===== src/rtl/rcw_pkg.sv =====
package rcw_pkg;

  localparam int TEX_SLOTS        = 4;
  localparam int TEX_WIDTH        = 64;
  localparam int TEX_HEIGHT       = 64;
  localparam int MAX_FRAME_HEIGHT = 1024;

  localparam int HF_W    = 11;
  localparam int D_W     = 16;
  localparam int SIZE_W  = HF_W + 8;
  localparam int PROD_W  = SIZE_W + D_W;
  localparam int TROW_W  = $clog2(TEX_HEIGHT);
  localparam int TCOL_W  = $clog2(TEX_WIDTH);
  localparam int SLOT_W  = 2;
  localparam int IDX_W   = 12;
  localparam int WORDS_W = TROW_W + TCOL_W;
  localparam int ADDR_W  = SLOT_W + WORDS_W;
  localparam int DEN_W   = HF_W + 2;
  localparam int SDEN_W  = D_W + 1;
  localparam int TEX_WORDS = TEX_WIDTH * TEX_HEIGHT;

  localparam logic REQ_LOAD = 1'b0;
  localparam logic REQ_DRAW = 1'b1;

  typedef struct packed {
    logic                    vld;
    logic                    typ;
    logic [SLOT_W-1:0]       slot;
    logic [IDX_W-1:0]        tidx;
    logic [31:0]             tval;
    logic [9:0]              col;
    logic [9:0]              row;
    logic [D_W-1:0]          ray_d;
    logic [15:0]             u;
    logic [SIZE_W-1:0]       num;
    logic [SIZE_W-1:0]       quo;
    logic [D_W-1:0]          rem;
    logic                    on;
    logic [SIZE_W-1:0]       v;
    logic [PROD_W-1:0]       prod;
    logic                    sat;
    logic [DEN_W-1:0]        rrem;
    logic [TROW_W-1:0]       rnum;
    logic [TROW_W-1:0]       rquo;
    logic [ADDR_W-1:0]       addr;
    logic [2:0][SDEN_W-1:0]  srem;
    logic [2:0][7:0]         squo;
    logic [31:0]             texel;
  } pipe_t;

  // one restoring step of wall size = hf*256 / distance
  function automatic pipe_t size_step(pipe_t p);
    pipe_t        n;
    logic [D_W:0] r;
    n = p;
    r = {p.rem, p.num[SIZE_W-1]};
    n.num = p.num << 1;
    if (r >= {1'b0, p.ray_d}) begin
      n.rem = D_W'(r - {1'b0, p.ray_d});
      n.quo = {p.quo[SIZE_W-2:0], 1'b1};
    end else begin
      n.rem = r[D_W-1:0];
      n.quo = {p.quo[SIZE_W-2:0], 1'b0};
    end
    return n;
  endfunction

  // one restoring step of texture row = v*distance / (4*hf)
  function automatic pipe_t row_step(pipe_t p, logic [HF_W-1:0] hf);
    pipe_t          n;
    logic [DEN_W:0] r;
    logic [DEN_W:0] den;
    n = p;
    den = {1'b0, hf, 2'b00};
    r = {p.rrem, p.rnum[TROW_W-1]};
    n.rnum = p.rnum << 1;
    if (r >= den) begin
      n.rrem = DEN_W'(r - den);
      n.rquo = {p.rquo[TROW_W-2:0], 1'b1};
    end else begin
      n.rrem = r[DEN_W-1:0];
      n.rquo = {p.rquo[TROW_W-2:0], 1'b0};
    end
    return n;
  endfunction

  // one restoring step of channel*512 / (distance+512) on all three channels
  function automatic pipe_t shade_step(pipe_t p);
    pipe_t           n;
    logic [SDEN_W:0] r;
    logic [SDEN_W:0] den;
    n = p;
    den = {1'b0, {1'b0, p.ray_d} + SDEN_W'(512)};
    for (int c = 0; c < 3; c++) begin
      r = {p.srem[c], 1'b0};
      if (r >= den) begin
        n.srem[c] = SDEN_W'(r - den);
        n.squo[c] = {p.squo[c][6:0], 1'b1};
      end else begin
        n.srem[c] = r[SDEN_W-1:0];
        n.squo[c] = {p.squo[c][6:0], 1'b0};
      end
    end
    return n;
  endfunction

endpackage


===== src/rtl/rcw_shade.sv =====
module rcw_shade (
  input  logic            clk_i,
  input  logic            rst_ni,
  input  logic            en_i,
  input  rcw_pkg::pipe_t  req_i,
  output rcw_pkg::pipe_t  req_o
);

  localparam int STEPS = 8;

  rcw_pkg::pipe_t sh_q [STEPS+1];
  rcw_pkg::pipe_t seed_d;

  // seed each channel remainder with channel*2 (numerator shifted right by 8)
  always_comb begin
    seed_d = req_i;
    for (int c = 0; c < 3; c++) begin
      seed_d.srem[c] = rcw_pkg::SDEN_W'({req_i.texel[8*c +: 8], 1'b0});
      seed_d.squo[c] = '0;
    end
  end

  always_ff @(posedge clk_i or negedge rst_ni) begin
    if (!rst_ni) begin
      for (int s = 0; s <= STEPS; s++) sh_q[s] <= '0;
    end else if (en_i) begin
      sh_q[0] <= seed_d;
      for (int s = 0; s < STEPS; s++) sh_q[s+1] <= rcw_pkg::shade_step(sh_q[s]);
    end
  end

  assign req_o = sh_q[STEPS];

endmodule


===== config.mk =====
export PLATFORM = sky130hd
export DESIGN_NAME = rcw_shade
export DESIGN_NICKNAME = d
export VERILOG_FILES = /design/src/rtl/rcw_pkg.sv /design/src/rtl/rcw_shade.sv
export SDC_FILE = /design/constraint.sdc
export NUM_CORES = 2
export LEC_CHECK = 0
export BUFFER_PORTS_ARGS = -buffer_cell sky130_fd_sc_hd__buf_2
export CORE_UTILIZATION = 30
export CTS_CLUSTER_DIAMETER = 150
export DETAILED_ROUTE_END_ITERATION = 7
export GPL_TIMING_DRIVEN = 0
export PLACE_DENSITY = 0.5
export SYNTH_ARGS = -nofsm -noshare
export SYNTH_HDL_FRONTEND = slang
export SYNTH_SLANG_ARGS = --single-unit

===== constraint.sdc =====
create_clock -name clk_i -period 5 [get_ports clk_i]
set_input_delay 1 -clock clk_i [delete_from_list [all_inputs] [get_ports clk_i]]
set_output_delay 1 -clock clk_i [all_outputs]
set_load 0.05 [all_outputs]

[After elaboration in Yosys (flattened, before gate mapping)]
Index checks and enable logic that the tools add are counted.
Storage, ports and cells
  bits in registers: 3069
  bits in latches: 0
  RAM bits: 0
  ROM bits: 0
  bits of input ports: 359
  output and inout port bits: 356
  word-level logic and storage cells: 344
  memories kept: 0
Cells by class
  add/subtract/negate cells: 32
  multiply operators: 0
  div/mod/pow operators: 0
  $lt $le $gt $ge: 24
  equal/unequal tests: 0
  shift operators: 0
  muxes and demuxes: 48
  bitwise logic cells: 0
  reduce and logical (&&, ||, !) cells: 0
Operator list (number)
  $mux 17: 24
  $ge 18x17->1: 21
  $sub 17x17->17: 21
  $add 16x10->17 const B: 8
  $ge 10x17->1: 3
  $sub 10x17->17: 3
  $mux 1: 24

[Longest topological paths before layout]
  depth after elaboration: 3
  depth in mapped cells: 15
  depth with buffers taken out: 13

[Least setup slack after synthesis]
No wires, ideal clock.
  path type: register to register
  start point: reg sh_q[1705] (netlist name)
  end point: reg sh_q[1145] (netlist name)
  arrival: 3.264 ns
  data required time: 4.923 ns
  path slack: 1.658 ns
  cell stages (with the launch flop): 16
  path buffers: 3
  period minus slack after synthesis: 3.342 ns
  cells stage by stage: dfrtp_1 -> ha_1 -> and3_1 -> xnor2_1 -> ha_1 -> clkbuf_1 -> nand4_1 -> nor2_1 -> a311o_1 -> a21oi_1 -> a2111oi_0 -> nor4_1 -> clkbuf_1 -> clkbuf_1 -> a21oi_1 -> a21oi_1
Between the ends
  word-level cells in the longest chain between the ends: 3
RTL lines
  from (decl): line rcw_shade.sv:11  | rcw_pkg::pipe_t sh_q [STEPS+1];
  $add 16x10->17: line rcw_pkg.sv:93  | den = {1'b0, {1'b0, p.ray_d} + SDEN_W'(512)};
  $ge 18x17->1: line rcw_pkg.sv:96  | if (r >= den) begin
  $mux 17: line rcw_pkg.sv:96
Every way passes these cells.
A chain may end at the register's enable or synchronous reset.

[Worst setup path in the final report]
  start point: reg sh_q[2773] (netlist name)
  end point: reg sh_q[2200] (netlist name)
The elaborated chain is that of the path after synthesis.

==> impl_results.md <==
- CP arrival: ~5.6 ns
- WL/cell: 22.9 um
- Worst slack, placed: -0.370 ns
- First-pass GRT wire length: between 500,000 and 600,000 um
- Slowest cell on crit path: dfrtp_1
- Worst reg2reg path depth: 10
- RSZ-0062 raised after global routing: false
- Clock network power share: 26.1%
- Cell count after placement: approximately 17,000
- Number of global-route vias before repair: 85,141
- NetSw: approximately 38 mW
- Max Clock Skew: 0.0738 ns
- Worst-path maximum fanout: 10
- Largest net degree at the start of global routing: ~170
- Layout Utilization: a little over a third
- Crit path buffers/inverters: 3
- Clock tree sinks: between 3,000 and 4,000
- Post-synth EDFFs: 0
- Initial antenna violation count: 84
- RePlAce Congestion: ~0.9
- Commonest non-fill, non-tap cell in the layout: dfrtp_1
- Crit path required time: between 5 and 6 ns
- Syn Nets: 11,172
- Unique masters post-synth: slightly below 100
- Remaining global-route overflow: 0
- Detailed router's first-iteration violation count: around 5,400
- Setup crit end kind: flop
- Syn Inst Count: around 10,000
- YS warnings: 0
- Max cap viols: 2
- H-tree depth: 5
- CTS Buf Count: approximately 350
- Root buf cell: clkbuf_16
- Worst stage delay on the critical path: 0.76 ns
- Internal Pwr Total: 63.8 mW
- Clk pin slew, worst setup/hold paths: ~0.06 ns
- Setup TNS: 0 ns
- Fmax achieved: approximately 210 MHz
- Worst Setup Start Kind: flop
- Hold_sp: req_i[246]
- Crit path launch: sh_q[2773]
- Critical Path End: sh_q[2200]
- Post-detail-place hpwl: 302,000 um
- Pwr Density: about 640 nW/um^2
- Tot Pwr: between 100 and 150 mW
- IO Pins: 715
- Failing checks: capacitance limit, slew limit
- Drt first pass iters: 5
- Synthesized area per cell: 13.0 um^2
- Slew HR: -2.83%
- Crit path max-delay family: buffers and inverters
- Fin crit period: around 4.8 ns
- Routed Wire Length: slightly above 400,000 um
- I/O Buffers: approximately 640
- DR DRC count: 0
- R2r setup slk: approximately 0.18 ns
- TritonCTS clock tree: built
- Crit share post-route: 96.3%
- Cell area after placement: between 100,000 and 150,000 um^2
- Via total after detailed routing: ~85,000
- Worst flop-to-flop path endpoint: sh_q[2200]
- Status: finished with violations
- Crit. path cell count: 10
- Hold crit path type: input pin to flop
- Hold_ws: approximately 0.28 ns
- Post-route design area: around 160,000 um^2
- Area grow syn2layout: 17.5%
- Seq cells post-synth: approximately 3,000
- FF-to-FF Start: sh_q[2773]
- Fin. max-slew vios: 11
- Layout cells sized above 1: ~36%
- Worst path cell trace: nand3_1 -> xor2_2 -> clkbuf_1 -> a31o_2 -> a211oi_1 -> o31a_1 -> clkbuf_1 -> clkdlybuf4s15_1 -> a21oi_1 -> a21oi_1
- Final Hold Fails: 0
- IR drop worst, VDD: around 0.43 mV
- Die X: 674 um
- Die area: roughly 450,000 um^2
- Ys flop type: dfrtp_1
- Lkg Pwr: a little under 70 nW
- Worst Setup Path Type: flop to flop
- Sw frac: a little under two fifths
- Tot GR Track Use: between 10% and 20%
- Post-Syn Area: ~140,000 um^2
- Post-synthesis sequential area ratio: 56.2%
- Comb pwr share: between 30% and 40%
- Synth async-reset ratio: between 90% and 100%
- Final cell count without fillers: 17,722
- Sequential power share: between 30% and 40%
- Nets: 12,198
- Via density per instance: 4.78
- FP Rows: approximately 250
- Initial core utilization: a little under a third
- Worst-margin pin slew: 1.54 ns
- Final worst slack: 0.183 ns
- Clock Latency Late Sink: between 0.9 and 1 ns
- Commonest non-fill, non-tap cells in the layout: dfrtp_1, mux2_2, buf_2
- Final setup vio count: 0
- Antenna Nets Post-Route: 0
- Clock Tree Buf Depth: 4
- Core box area: between 400,000 and 500,000 um^2
- Die Y: around 670 um
per-layer routing:
layer | global-route usage (%) | wire length [um] | part of all wire (%)
met5 | 0 | 170 | 0.042
met4 | 4.72 | 11900 | 2.9
met3 | 2.38 | 19100 | 4.7
met2 | 28.1 | 186000 | 46
met1 | 25.1 | 189000 | 47
layout make-up:
| class | count | area [um^2] |
|---|---|---|
| multi-input combinational | 6346 | 54000 |
| fill | 44539 | 290000 |
| timing repair buffer | 677 | 4140 |
| sequential | 3045 | 76200 |
| antenna | 25 | 62.6 |
| clock buffer | 504 | 10200 |
| clock inverter | 120 | 1710 |
| inverter | 207 | 777 |
| tap | 5952 | 7450 |
| buffer | 846 | 4640 |
power by group through the flow:
stage          Clock, mW  Sequential (mW)  Combinational [mW]
3_5_place_dp           0             37.9                37.4
4_1_cts             27.3             37.5                37.6
2_1_floorplan          0             35.2                28.5
5_1_grt             28.2             38.5                40.6
3_3_place_gp           0             38.2                37.0
6_report            26.5             37.5                37.5
worst reg2reg max path, delay by kind of cell, from the launching register on:
family | cells | cell delay (ns)
xor+xnor | 1 | 0.59
simple gates | 1 | 0.22
buf+inv | 3 | 1.66
compound gates | 5 | 1.45
flops | 1 | 0.76
cell families after synthesis:
family                     after synthesis  synth area share, %
xor gates and xnor gates               364                 2.42
DFF                                   3045                 56.2
muxes                                 2689                 22.2
AOI/OAI and AO/OA                     1405                 6.36
and+or+nand+nor                       1476                 4.96
buffers and inverters                 1053                 3.95
adders and majority gates              412                 3.84
state kept, by name (all words and copies together), names as in the netlist:
| signal | cells |
|---|---|
| sh_q | 2689 |
| req_o | 356 |
what timing repair did:
action,in CTS,in global routing
setup endpoints to repair,5,179
buffers inserted,0,0
hold buffers,1,0
resized for setup,1,5
gates cloned,0,2
endpoints found under the hold margin,36,0
worst min path at each step:
| stage | to | slack, ns | depth (start not counted) |
|---|---|---|---|
| after detailed placement | sh_q[1699] | 0.47 | 2 |
| after global routing | sh_q[3086] | 0.21 | 2 |
| after global placement | sh_q[1704] | 0.46 | 2 |
| after floorplan | sh_q[1100] | 0.45 | 2 |
| after CTS | sh_q[3158] | 0.19 | 2 |
| final | sh_q[3094] | 0.28 | 2 |
Yosys cell counts (9+ instances only):
| library cell | instances | share of area (%) |
|---|---|---|
| dfrtp_1 | 3045 | 56 |
| mux2_2 | 2548 | 21 |
| nor2_1 | 628 | 1.7 |
| a21oi_1 | 580 | 2.1 |
| clkbuf_1 | 434 | 1.2 |
| buf_4 | 362 | 2.0 |
| ha_1 | 348 | 3.2 |
| nand2_1 | 330 | 0.91 |
| o21ai_0 | 292 | 1.1 |
| xnor2_1 | 219 | 1.4 |
| inv_1 | 207 | 0.57 |
| mux2i_1 | 140 | 1.0 |
| xor2_1 | 138 | 0.89 |
| nand3_1 | 100 | 0.37 |
| a21o_1 | 90 | 0.50 |
| nor2b_1 | 74 | 0.34 |
| a31oi_1 | 73 | 0.34 |
| nor3_1 | 70 | 0.26 |
| nand4_1 | 56 | 0.26 |
| o21a_1 | 52 | 0.29 |
| nand2b_1 | 48 | 0.22 |
| and3_1 | 46 | 0.21 |
| maj3_1 | 42 | 0.31 |
| or2_2 | 32 | 0.15 |
| a211oi_1 | 31 | 0.17 |
| buf_1 | 27 | 0.075 |
| o31ai_1 | 24 | 0.13 |
| or3_1 | 24 | 0.11 |
| a21boi_0 | 23 | 0.13 |
| o31a_1 | 23 | 0.15 |
| fa_1 | 21 | 0.31 |
| buf_2 | 20 | 0.074 |
| o22ai_1 | 19 | 0.088 |
| o21bai_1 | 18 | 0.10 |
| o211ai_1 | 16 | 0.089 |
| o2bb2ai_1 | 14 | 0.090 |
| a221o_1 | 13 | 0.096 |
| nor3b_1 | 13 | 0.072 |
| a211o_1 | 12 | 0.078 |
| nor4_1 | 12 | 0.055 |
| a311o_1 | 11 | 0.081 |
| and2_1 | 10 | 0.046 |
| o2111ai_1 | 10 | 0.065 |
| a2111oi_0 | 9 | 0.058 |
No activity file was read; power rests on OpenSTA's default activity.
