$ cat src/rtl/rcw_pkg.sv
package rcw_pkg;

  localparam int TEX_SLOTS        = 4;
  localparam int TEX_WIDTH        = 64;
  localparam int TEX_HEIGHT       = 64;
  localparam int MAX_FRAME_HEIGHT = 1024;

  localparam int HF_W    = 11;
  localparam int D_W     = 16;
  localparam int SIZE_W  = HF_W + 8;
  localparam int PROD_W  = SIZE_W + D_W;
  localparam int TROW_W  = $clog2(TEX_HEIGHT);
  localparam int TCOL_W  = $clog2(TEX_WIDTH);
  localparam int SLOT_W  = 2;
  localparam int IDX_W   = 12;
  localparam int WORDS_W = TROW_W + TCOL_W;
  localparam int ADDR_W  = SLOT_W + WORDS_W;
  localparam int DEN_W   = HF_W + 2;
  localparam int SDEN_W  = D_W + 1;
  localparam int TEX_WORDS = TEX_WIDTH * TEX_HEIGHT;

  localparam logic REQ_LOAD = 1'b0;
  localparam logic REQ_DRAW = 1'b1;

  typedef struct packed {
    logic                    vld;
    logic                    typ;
    logic [SLOT_W-1:0]       slot;
    logic [IDX_W-1:0]        tidx;
    logic [31:0]             tval;
    logic [9:0]              col;
    logic [9:0]              row;
    logic [D_W-1:0]          ray_d;
    logic [15:0]             u;
    logic [SIZE_W-1:0]       num;
    logic [SIZE_W-1:0]       quo;
    logic [D_W-1:0]          rem;
    logic                    on;
    logic [SIZE_W-1:0]       v;
    logic [PROD_W-1:0]       prod;
    logic                    sat;
    logic [DEN_W-1:0]        rrem;
    logic [TROW_W-1:0]       rnum;
    logic [TROW_W-1:0]       rquo;
    logic [ADDR_W-1:0]       addr;
    logic [2:0][SDEN_W-1:0]  srem;
    logic [2:0][7:0]         squo;
    logic [31:0]             texel;
  } pipe_t;

  // one restoring step of wall size = hf*256 / distance
  function automatic pipe_t size_step(pipe_t p);
    pipe_t        n;
    logic [D_W:0] r;
    n = p;
    r = {p.rem, p.num[SIZE_W-1]};
    n.num = p.num << 1;
    if (r >= {1'b0, p.ray_d}) begin
      n.rem = D_W'(r - {1'b0, p.ray_d});
      n.quo = {p.quo[SIZE_W-2:0], 1'b1};
    end else begin
      n.rem = r[D_W-1:0];
      n.quo = {p.quo[SIZE_W-2:0], 1'b0};
    end
    return n;
  endfunction

  // one restoring step of texture row = v*distance / (4*hf)
  function automatic pipe_t row_step(pipe_t p, logic [HF_W-1:0] hf);
    pipe_t          n;
    logic [DEN_W:0] r;
    logic [DEN_W:0] den;
    n = p;
    den = {1'b0, hf, 2'b00};
    r = {p.rrem, p.rnum[TROW_W-1]};
    n.rnum = p.rnum << 1;
    if (r >= den) begin
      n.rrem = DEN_W'(r - den);
      n.rquo = {p.rquo[TROW_W-2:0], 1'b1};
    end else begin
      n.rrem = r[DEN_W-1:0];
      n.rquo = {p.rquo[TROW_W-2:0], 1'b0};
    end
    return n;
  endfunction

  // one restoring step of channel*512 / (distance+512) on all three channels
  function automatic pipe_t shade_step(pipe_t p);
    pipe_t           n;
    logic [SDEN_W:0] r;
    logic [SDEN_W:0] den;
    n = p;
    den = {1'b0, {1'b0, p.ray_d} + SDEN_W'(512)};
    for (int c = 0; c < 3; c++) begin
      r = {p.srem[c], 1'b0};
      if (r >= den) begin
        n.srem[c] = SDEN_W'(r - den);
        n.squo[c] = {p.squo[c][6:0], 1'b1};
      end else begin
        n.srem[c] = r[SDEN_W-1:0];
        n.squo[c] = {p.squo[c][6:0], 1'b0};
      end
    end
    return n;
  endfunction

endpackage

$ cat src/rtl/rcw_row_map.sv
module rcw_row_map (
  input  logic                        clk_i,
  input  logic                        rst_ni,
  input  logic                        en_i,
  input  logic [rcw_pkg::HF_W-1:0]    hf_i,
  input  rcw_pkg::pipe_t              req_i,
  output rcw_pkg::pipe_t              req_o
);

  localparam int STEPS = rcw_pkg::TROW_W;

  rcw_pkg::pipe_t a_q, b_q, c_q, adr_q;
  rcw_pkg::pipe_t a_d, b_d, c_d, adr_d;
  rcw_pkg::pipe_t dv_q [STEPS+1];

  logic [rcw_pkg::SIZE_W-1:0] hf_w, start, i_w;
  logic [rcw_pkg::SLOT_W:0]   slot_w;

  assign hf_w = rcw_pkg::SIZE_W'(hf_i);

  // center the wall and decide whether the row is on it
  always_comb begin
    a_d = req_i;
    start = (req_i.quo <= hf_w) ? ((hf_w - req_i.quo) >> 1) : '0;
    i_w = rcw_pkg::SIZE_W'(req_i.row) - start;
    a_d.on = (req_i.typ == rcw_pkg::REQ_DRAW) && (req_i.ray_d != '0) && (hf_i != '0) &&
             (rcw_pkg::SIZE_W'(req_i.row) >= start) && (i_w < req_i.quo) && (i_w < hf_w);
    a_d.v = i_w + ((req_i.quo > hf_w) ? ((req_i.quo - hf_w) >> 1) : '0);
  end

  // multiply v by distance
  always_comb begin
    b_d = a_q;
    b_d.prod = rcw_pkg::PROD_W'(a_q.v) * rcw_pkg::PROD_W'(a_q.ray_d);
  end

  // flag saturation and seed the row divider
  always_comb begin
    c_d = b_q;
    c_d.sat = b_q.prod >= rcw_pkg::PROD_W'({hf_i, 8'b0});
    c_d.rrem = b_q.prod[rcw_pkg::TROW_W +: rcw_pkg::DEN_W];
    c_d.rnum = b_q.prod[rcw_pkg::TROW_W-1:0];
    c_d.rquo = '0;
  end

  // form the store address
  always_comb begin
    adr_d = dv_q[STEPS];
    slot_w = {1'b0, dv_q[STEPS].slot};
    if (dv_q[STEPS].typ == rcw_pkg::REQ_LOAD) begin
      adr_d.addr = {dv_q[STEPS].slot, dv_q[STEPS].tidx[rcw_pkg::WORDS_W-1:0]};
    end else begin
      adr_d.addr = {(slot_w < (rcw_pkg::SLOT_W+1)'(rcw_pkg::TEX_SLOTS)) ?
                      dv_q[STEPS].slot : rcw_pkg::SLOT_W'(0),
                    dv_q[STEPS].sat ? {rcw_pkg::TROW_W{1'b1}} : dv_q[STEPS].rquo,
                    dv_q[STEPS].u[15 -: rcw_pkg::TCOL_W]};
    end
  end

  always_ff @(posedge clk_i or negedge rst_ni) begin
    if (!rst_ni) begin
      a_q <= '0;
      b_q <= '0;
      adr_q <= '0;
      for (int s = 0; s <= STEPS; s++) dv_q[s] <= '0;
    end else if (en_i) begin
      a_q <= a_d;
      b_q <= b_d;
      dv_q[0] <= c_d;
      for (int s = 0; s < STEPS; s++) dv_q[s+1] <= rcw_pkg::row_step(dv_q[s], hf_i);
      adr_q <= adr_d;
    end
  end

  assign req_o = adr_q;

endmodule

$ cat config.mk
export PLATFORM = sky130hd
export DESIGN_NAME = rcw_row_map
export DESIGN_NICKNAME = d
export VERILOG_FILES = /design/src/rtl/rcw_pkg.sv /design/src/rtl/rcw_row_map.sv
export SDC_FILE = /design/constraint.sdc
export NUM_CORES = 2
export LEC_CHECK = 0
export CORE_MARGIN = 2
export CORE_UTILIZATION = 45
export DETAILED_ROUTE_END_ITERATION = 10
export DONT_BUFFER_PORTS = 1
export GPL_ROUTABILITY_DRIVEN = 0
export SLEW_MARGIN = 10
export SYNTH_ARGS = -nofsm -noshare
export SYNTH_HDL_FRONTEND = slang
export SYNTH_SLANG_ARGS = --single-unit
$ cat constraint.sdc
create_clock -name clk_i -period 5.9 [get_ports clk_i]
set_input_delay 0.885 -clock clk_i [delete_from_list [all_inputs] [get_ports clk_i]]
set_output_delay 0.885 -clock clk_i [all_outputs]
set_load 0.01 [all_outputs]
# ---- After elaboration in Yosys (flattened, before gate mapping)
# Index checks and enable logic that the tools add are counted.
dict set report classes {
  addsub 10
  mul 1
  div_mod_pow 0
  n_lt_le_gt_ge 12
  n_eq_ne 0
  shift 0
  muxes 16
  n_bitwise 0
  reduce_logical 7
}
# op count
set op_table {}
lappend op_table {{greater-or-equal comparator 14 x 13 -> 1 bit} 6}
lappend op_table {{2-to-1 mux 13 bit} 6}
lappend op_table {{subtractor 13 bit} 6}
lappend op_table {{2-to-1 mux 18 bit} 2}
lappend op_table {{greater-or-equal comparator 35 x 19 -> 1 bit} 1}
lappend op_table {{multiplier 19 x 16 -> 35 bit} 1}
lappend op_table {{adder 19 x 18 -> 19 bit} 1}
lappend op_table {{greater-than comparator 19 x 11 -> 1 bit} 1}
lappend op_table {{<= comparator 19 x 11 -> 1 bit} 1}
lappend op_table {{< comparator 19 x 11 -> 1 bit} 1}
lappend op_table {{< comparator 19 bit} 1}
lappend op_table {{subtractor 10 x 18 -> 19 bit} 1}
lappend op_table {{subtractor 11 x 19 -> 19 bit} 1}
lappend op_table {{subtractor 19 x 11 -> 19 bit} 1}
lappend op_table {{greater-or-equal comparator 10 x 18 -> 1 bit} 1}
lappend op_table {{nonzero test 16 bit} 1}
lappend op_table {{2-to-1 mux 12 bit} 1}
lappend op_table {{nonzero test 11 bit} 1}
lappend op_table {{2-to-1 mux 1 bit} 6}
lappend op_table {{2-to-1 mux 6 bit} 1}
lappend op_table {{logical AND 1 bit} 5}
dict set report word_totals {
  regBits 3299
  latchBits 0
  mem_bits_rw 0
  mem_bits_ro 0
  inputBits 370
  output_inout_bits 356
  memories 0
}

# ---- Longest topological paths before layout
dict set report depth {
  depth_word 6
  ltp_mapped 30
  mapped_depth_nobuf 27
}

# ---- Worst setup path before layout
# Ideal clock, no wire load.
dict set report synth_timing {
  path_kind {in2reg}
  start {input hf_i[4] (netlist name)}
  end {register a_q[199] (netlist name)}
  t_arrival_ns 6.573
  t_required_ns 5.775
  path_slack_ns -0.797
  stages 28
  cell_sequence {inv_1 ha_1 clkbuf_1 a21o_1 a21o_1 a21oi_1 a31oi_1 nor4_1 o31a_1 buf_2 buf_1 nand2_1 fa_1 a21o_1 a21oi_1 o21ai_0 a31o_2 a21o_1 a21o_1 o21a_1 a21oi_1 ha_1 and2_1 or2_2 a21o_1 a221oi_1 xnor2_1 mux2_2}
}
dict set report synth_between {
  elab_chain_len 4
  word_cells_on_any_way 8
}
# item line_no
set synth_lines {}
lappend synth_lines {{start: declaration} rcw_row_map.sv:5} ;# input logic [rcw_pkg::HF_W-1:0] hf_i,
lappend synth_lines {{subtractor 11 x 19 -> 19 bit / <= comparator 19 x 11 -> 1 bit (equally long branches)} rcw_row_map.sv:24} ;# start = (req_i.quo <= hf_w) ? ((hf_w - req_i.quo) >> 1) : '0;
lappend synth_lines {{2-to-1 mux 18 bit} rcw_row_map.sv:24}
lappend synth_lines {{subtractor 10 x 18 -> 19 bit} rcw_row_map.sv:25} ;# i_w = rcw_pkg::SIZE_W'(req_i.row) - start;
lappend synth_lines {{adder 19 x 18 -> 19 bit (*)} rcw_row_map.sv:28} ;# a_d.v = i_w + ((req_i.quo > hf_w) ? ((req_i.quo - hf_w) >> 1) : '0);
lappend synth_lines {{end signal: assignment} rcw_row_map.sv:62} ;# a_q <= '0;
lappend synth_lines {{end signal: assignment} rcw_row_map.sv:67} ;# a_q <= a_d;
lappend synth_lines {{end: declaration} rcw_row_map.sv:12} ;# rcw_pkg::pipe_t a_q, b_q, c_q, adr_q;
# Mark *: on every way between the ends. The rest lies on a longest branch, timed or not.
# A chain may end at the register's enable or synchronous reset.

# ---- Final worst setup path
dict set report layout_timing {
  start {register a_q[193] (netlist name)}
  end {register b_q[177] (netlist name)}
}
dict set report layout_between {
  elab_chain_len 1
}
# item line_no
set layout_lines {}
lappend layout_lines {{multiplier 19 x 16 -> 35 bit} rcw_row_map.sv:34} ;# b_d.prod = rcw_pkg::PROD_W'(a_q.v) * rcw_pkg::PROD_W'(a_q.ray_d);
lappend layout_lines {{end signal: assignment} rcw_row_map.sv:63} ;# b_q <= '0;
lappend layout_lines {{end signal: assignment} rcw_row_map.sv:68} ;# b_q <= b_d;
lappend layout_lines {{end: declaration} rcw_row_map.sv:12}
# No other way between the ends.

==> flow_summary.toml <==
[route]
finalWirelength_um = 268000
ant_nets = 0
vias = 70984
drc_errors = 0
via_per_inst = 5.19
drt-initial-drc-count = 3791
routedWlPerCell_um = 19.6
dr.pass1.iters = 7

[logic_synthesis]
yosysSeqAreaShare_pct = 59.7
ys_seq_elements = 3249
synth_edf_count = 0
synth_flop_cell = "dfrtp_1"
synth.top_cell.area_share_pct = 59.7
async_flop_share_pct = 100
yosysWarnings = 0
synthTopCellsByArea = "dfrtp_1 (60%), mux2_2 (26%), fa_1 (3.6%)"
syn-instance-count = 9102
synth_cell_types = 72
syn-cell-area_sq_um = 136000
yosys.area.top_type = "dfrtp_1"
avgSynthCellArea_sq_um = 15.0

[finish]
drive_gt1_share_pct = 44.3
post-route-util_pct = 51.8
mostFrequentLayoutCells = "dfrtp_1 (3223), mux2_2 (3141), buf_4 (361)"
area_growth_pct = 14.4
fillers = 25115
layout_commonest_cell = "dfrtp_1"
fin_nets = 10307

[critical_path]
required_ns = 6.72
path_max_fanout = 8
critical-path-slowest-cell = "fa_2"
crit_family = "adder cells"
critPathKind = "reg2reg"
path_buf_inv = 6
arrival_ns = 6.92
slowest_delay_ns = 0.56
critPathLaunchType = "flip-flop"
end_kind = "flip-flop"
path_cells = "buf_6, nand2_1, fa_1, inv_1, fa_1, fa_2, inv_1, fa_2, inv_1, fa_1, fa_2, ha_2, a211oi_2, o21ai_2, nand3_2, o311ai_4, o41a_1, buf_4, buf_4, xor2_1, mux2_2"

[cts]
clkTransAtPathRegs_ns = 0.06
clk_path_buf_depth = 4
cts_made_buffers = 344
root_buffer = "clkbuf_16"
cts_tree = "done"
clk_latency_ns = 0.93
cts.sinks = 3249
cts_max_level = 5

[timing]
fin_setup_tns_ns = -1.16
hold_viol = 0
skew_ns = 0.0593
slew_headroom_pct = 24.9
setup_viol = 11
report.final.slew_viol_count = 0
setup_ws_ns = -0.198
rsz0062_at_grt = "true"
timing.hold.ws_ns = 0.0953
worst_slew_pin_slew_ns = 1.13
period_needed_ns = 6.10
period_share_pct = 103
fmax_ghz = 0.164

[flow_run]
cap_violations = 0

[grt]
grt_antenna_before_repair = 66
grt_pass1_vias = 75248
grt_max_degree = 197
grt_pass1_wl_um = 433000
grt-ovfl-total = 0
track_usage_pct = 17.5

[die]
die_area_sq_um = 307000
core_sq_um = 300000
fp.dieW_um = 554
num_rows = 201
io_pins = 726
start_util_pct = 45.3
die_h_um = 554

[min_path]
hold_class = "in2reg"

[placed_design]
dp_hpwl_um = 181000
port_buffers = 0
dp_slack_ns = -0.503

[outcome]
outcome = "finished with violations"
violations = "negative setup slack"
stage by stage:
step | instances | cell area [sq um]
after global placement | 12985 | 143000
after global routing | 13672 | 156000
final | 13686 | 156000
after floorplan | 9107 | 136000
after detailed placement | 12985 | 143000
after CTS | 13639 | 155000
cell type report:
cell class              instances  area [sq um]  share of cell area (%)
clock buffers                 505         10100                    6.51
clock inverters               122          1520                   0.978
multi-input cells            5021         52200                    33.5
inverters                     371          1410                   0.903
flip-flops and latches       3249         81300                    52.2
diodes                         21          52.6                  0.0338
repair buffers                439          4100                    2.64
well taps                    3958          4950                    3.18
cell usage after synthesis (all sizes together) (4+ instances only):
library cell,instances
dfrtp,3249
mux2,3143
clkbuf,445
inv,371
nand2,276
ha,265
fa,246
nor2,159
a21oi,157
and2,116
o21ai,88
xnor2,76
mux2i,62
a21o,57
nor3,37
xor2,28
nor2b,24
nand3,22
a211oi,21
buf,21
nor4,21
nand4,19
o21a,18
o221ai,15
a21boi,14
nand2b,14
or3,12
o21bai,10
a31oi,9
and4,9
o211ai,9
o31ai,9
or2,9
a211o,8
or4,8
a221oi,5
and3,5
o2111ai,5
nand4b,4
per-layer routing:
layer / vias to the layer above / wire length [um] / GRT usage, %
met2: 1283 / 122000 / 27.1
met3: 552 / 21700 / 6.32
met5: - / 471 / 0
met1: 36635 / 115000 / 22.9
met4: 68 / 8820 / 5.82
li1: 32446 / - / -
registers in the layout (all words and copies together) (netlist names):
signal,count
b_q,316
a_q,281
req_o,346
adr_d,334
dv_q,1972
path summary, 6_finish.rpt:
| path | start | endpoint | slack, ns | depth (start not counted) |
|---|---|---|---|---|
| min in group asynchronous | rst_ni | dv_q[2193] | 0.67 | 2 |
| max in group asynchronous | rst_ni | dv_q[440] | 3.57 | 4 |
| worst min-delay path | req_i[2] | a_q[2] | 0.1 | 1 |
| worst max register to register | a_q[193] | b_q[177] | -0.20 | 21 |
| worst min register to register | dv_q[946] | dv_q[590] | 0.45 | 1 |
| worst max-delay path | a_q[193] | b_q[177] | -0.20 | 21 |
kinds of logic (layout without fill, tap and decap cells):
| family | after synthesis | in the layout | share of synthesized area (%) |
|---|---|---|---|
| adders and majority gates | 511 | 511 | 6.05 |
| AOI/OAI and AO/OA | 457 | 457 | 2.16 |
| buffers and inverters | 837 | 1437 | 2.34 |
| xor gates and xnor gates | 104 | 104 | 0.669 |
| DFF | 3249 | 3249 | 59.7 |
| muxes | 3205 | 3205 | 26.5 |
| other | 1 | 27 | 0.00276 |
| and+or+nand+nor | 738 | 738 | 2.57 |
worst register-to-register path: stages (launching register included):
cell      delay, ns
dfrtp_2        0.54
buf_6          0.18
nand2_1        0.07
fa_1           0.50
inv_1          0.06
fa_1           0.47
fa_2           0.55
inv_1          0.05
fa_2           0.56
inv_1          0.06
fa_1           0.52
fa_2           0.45
ha_2           0.21
a211oi_2       0.30
o21ai_2        0.11
nand3_2        0.11
o311ai_4       0.12
o41a_1         0.44
buf_4          0.16
buf_4          0.12
xor2_1         0.14
mux2_2         0.26
repair_timing:
action	in CTS	in global routing
hold buffers	1	0
setup buffers	26	26
resized for setup	67	92
endpoints found under the setup margin	18	23
pin swaps	47	71
hold endpoints to repair	13	0
cloned	0	1
Power is left out: the tool's default activity adds up to more than one toggle a clock period on the data nets, which glitch-free logic cannot reach.
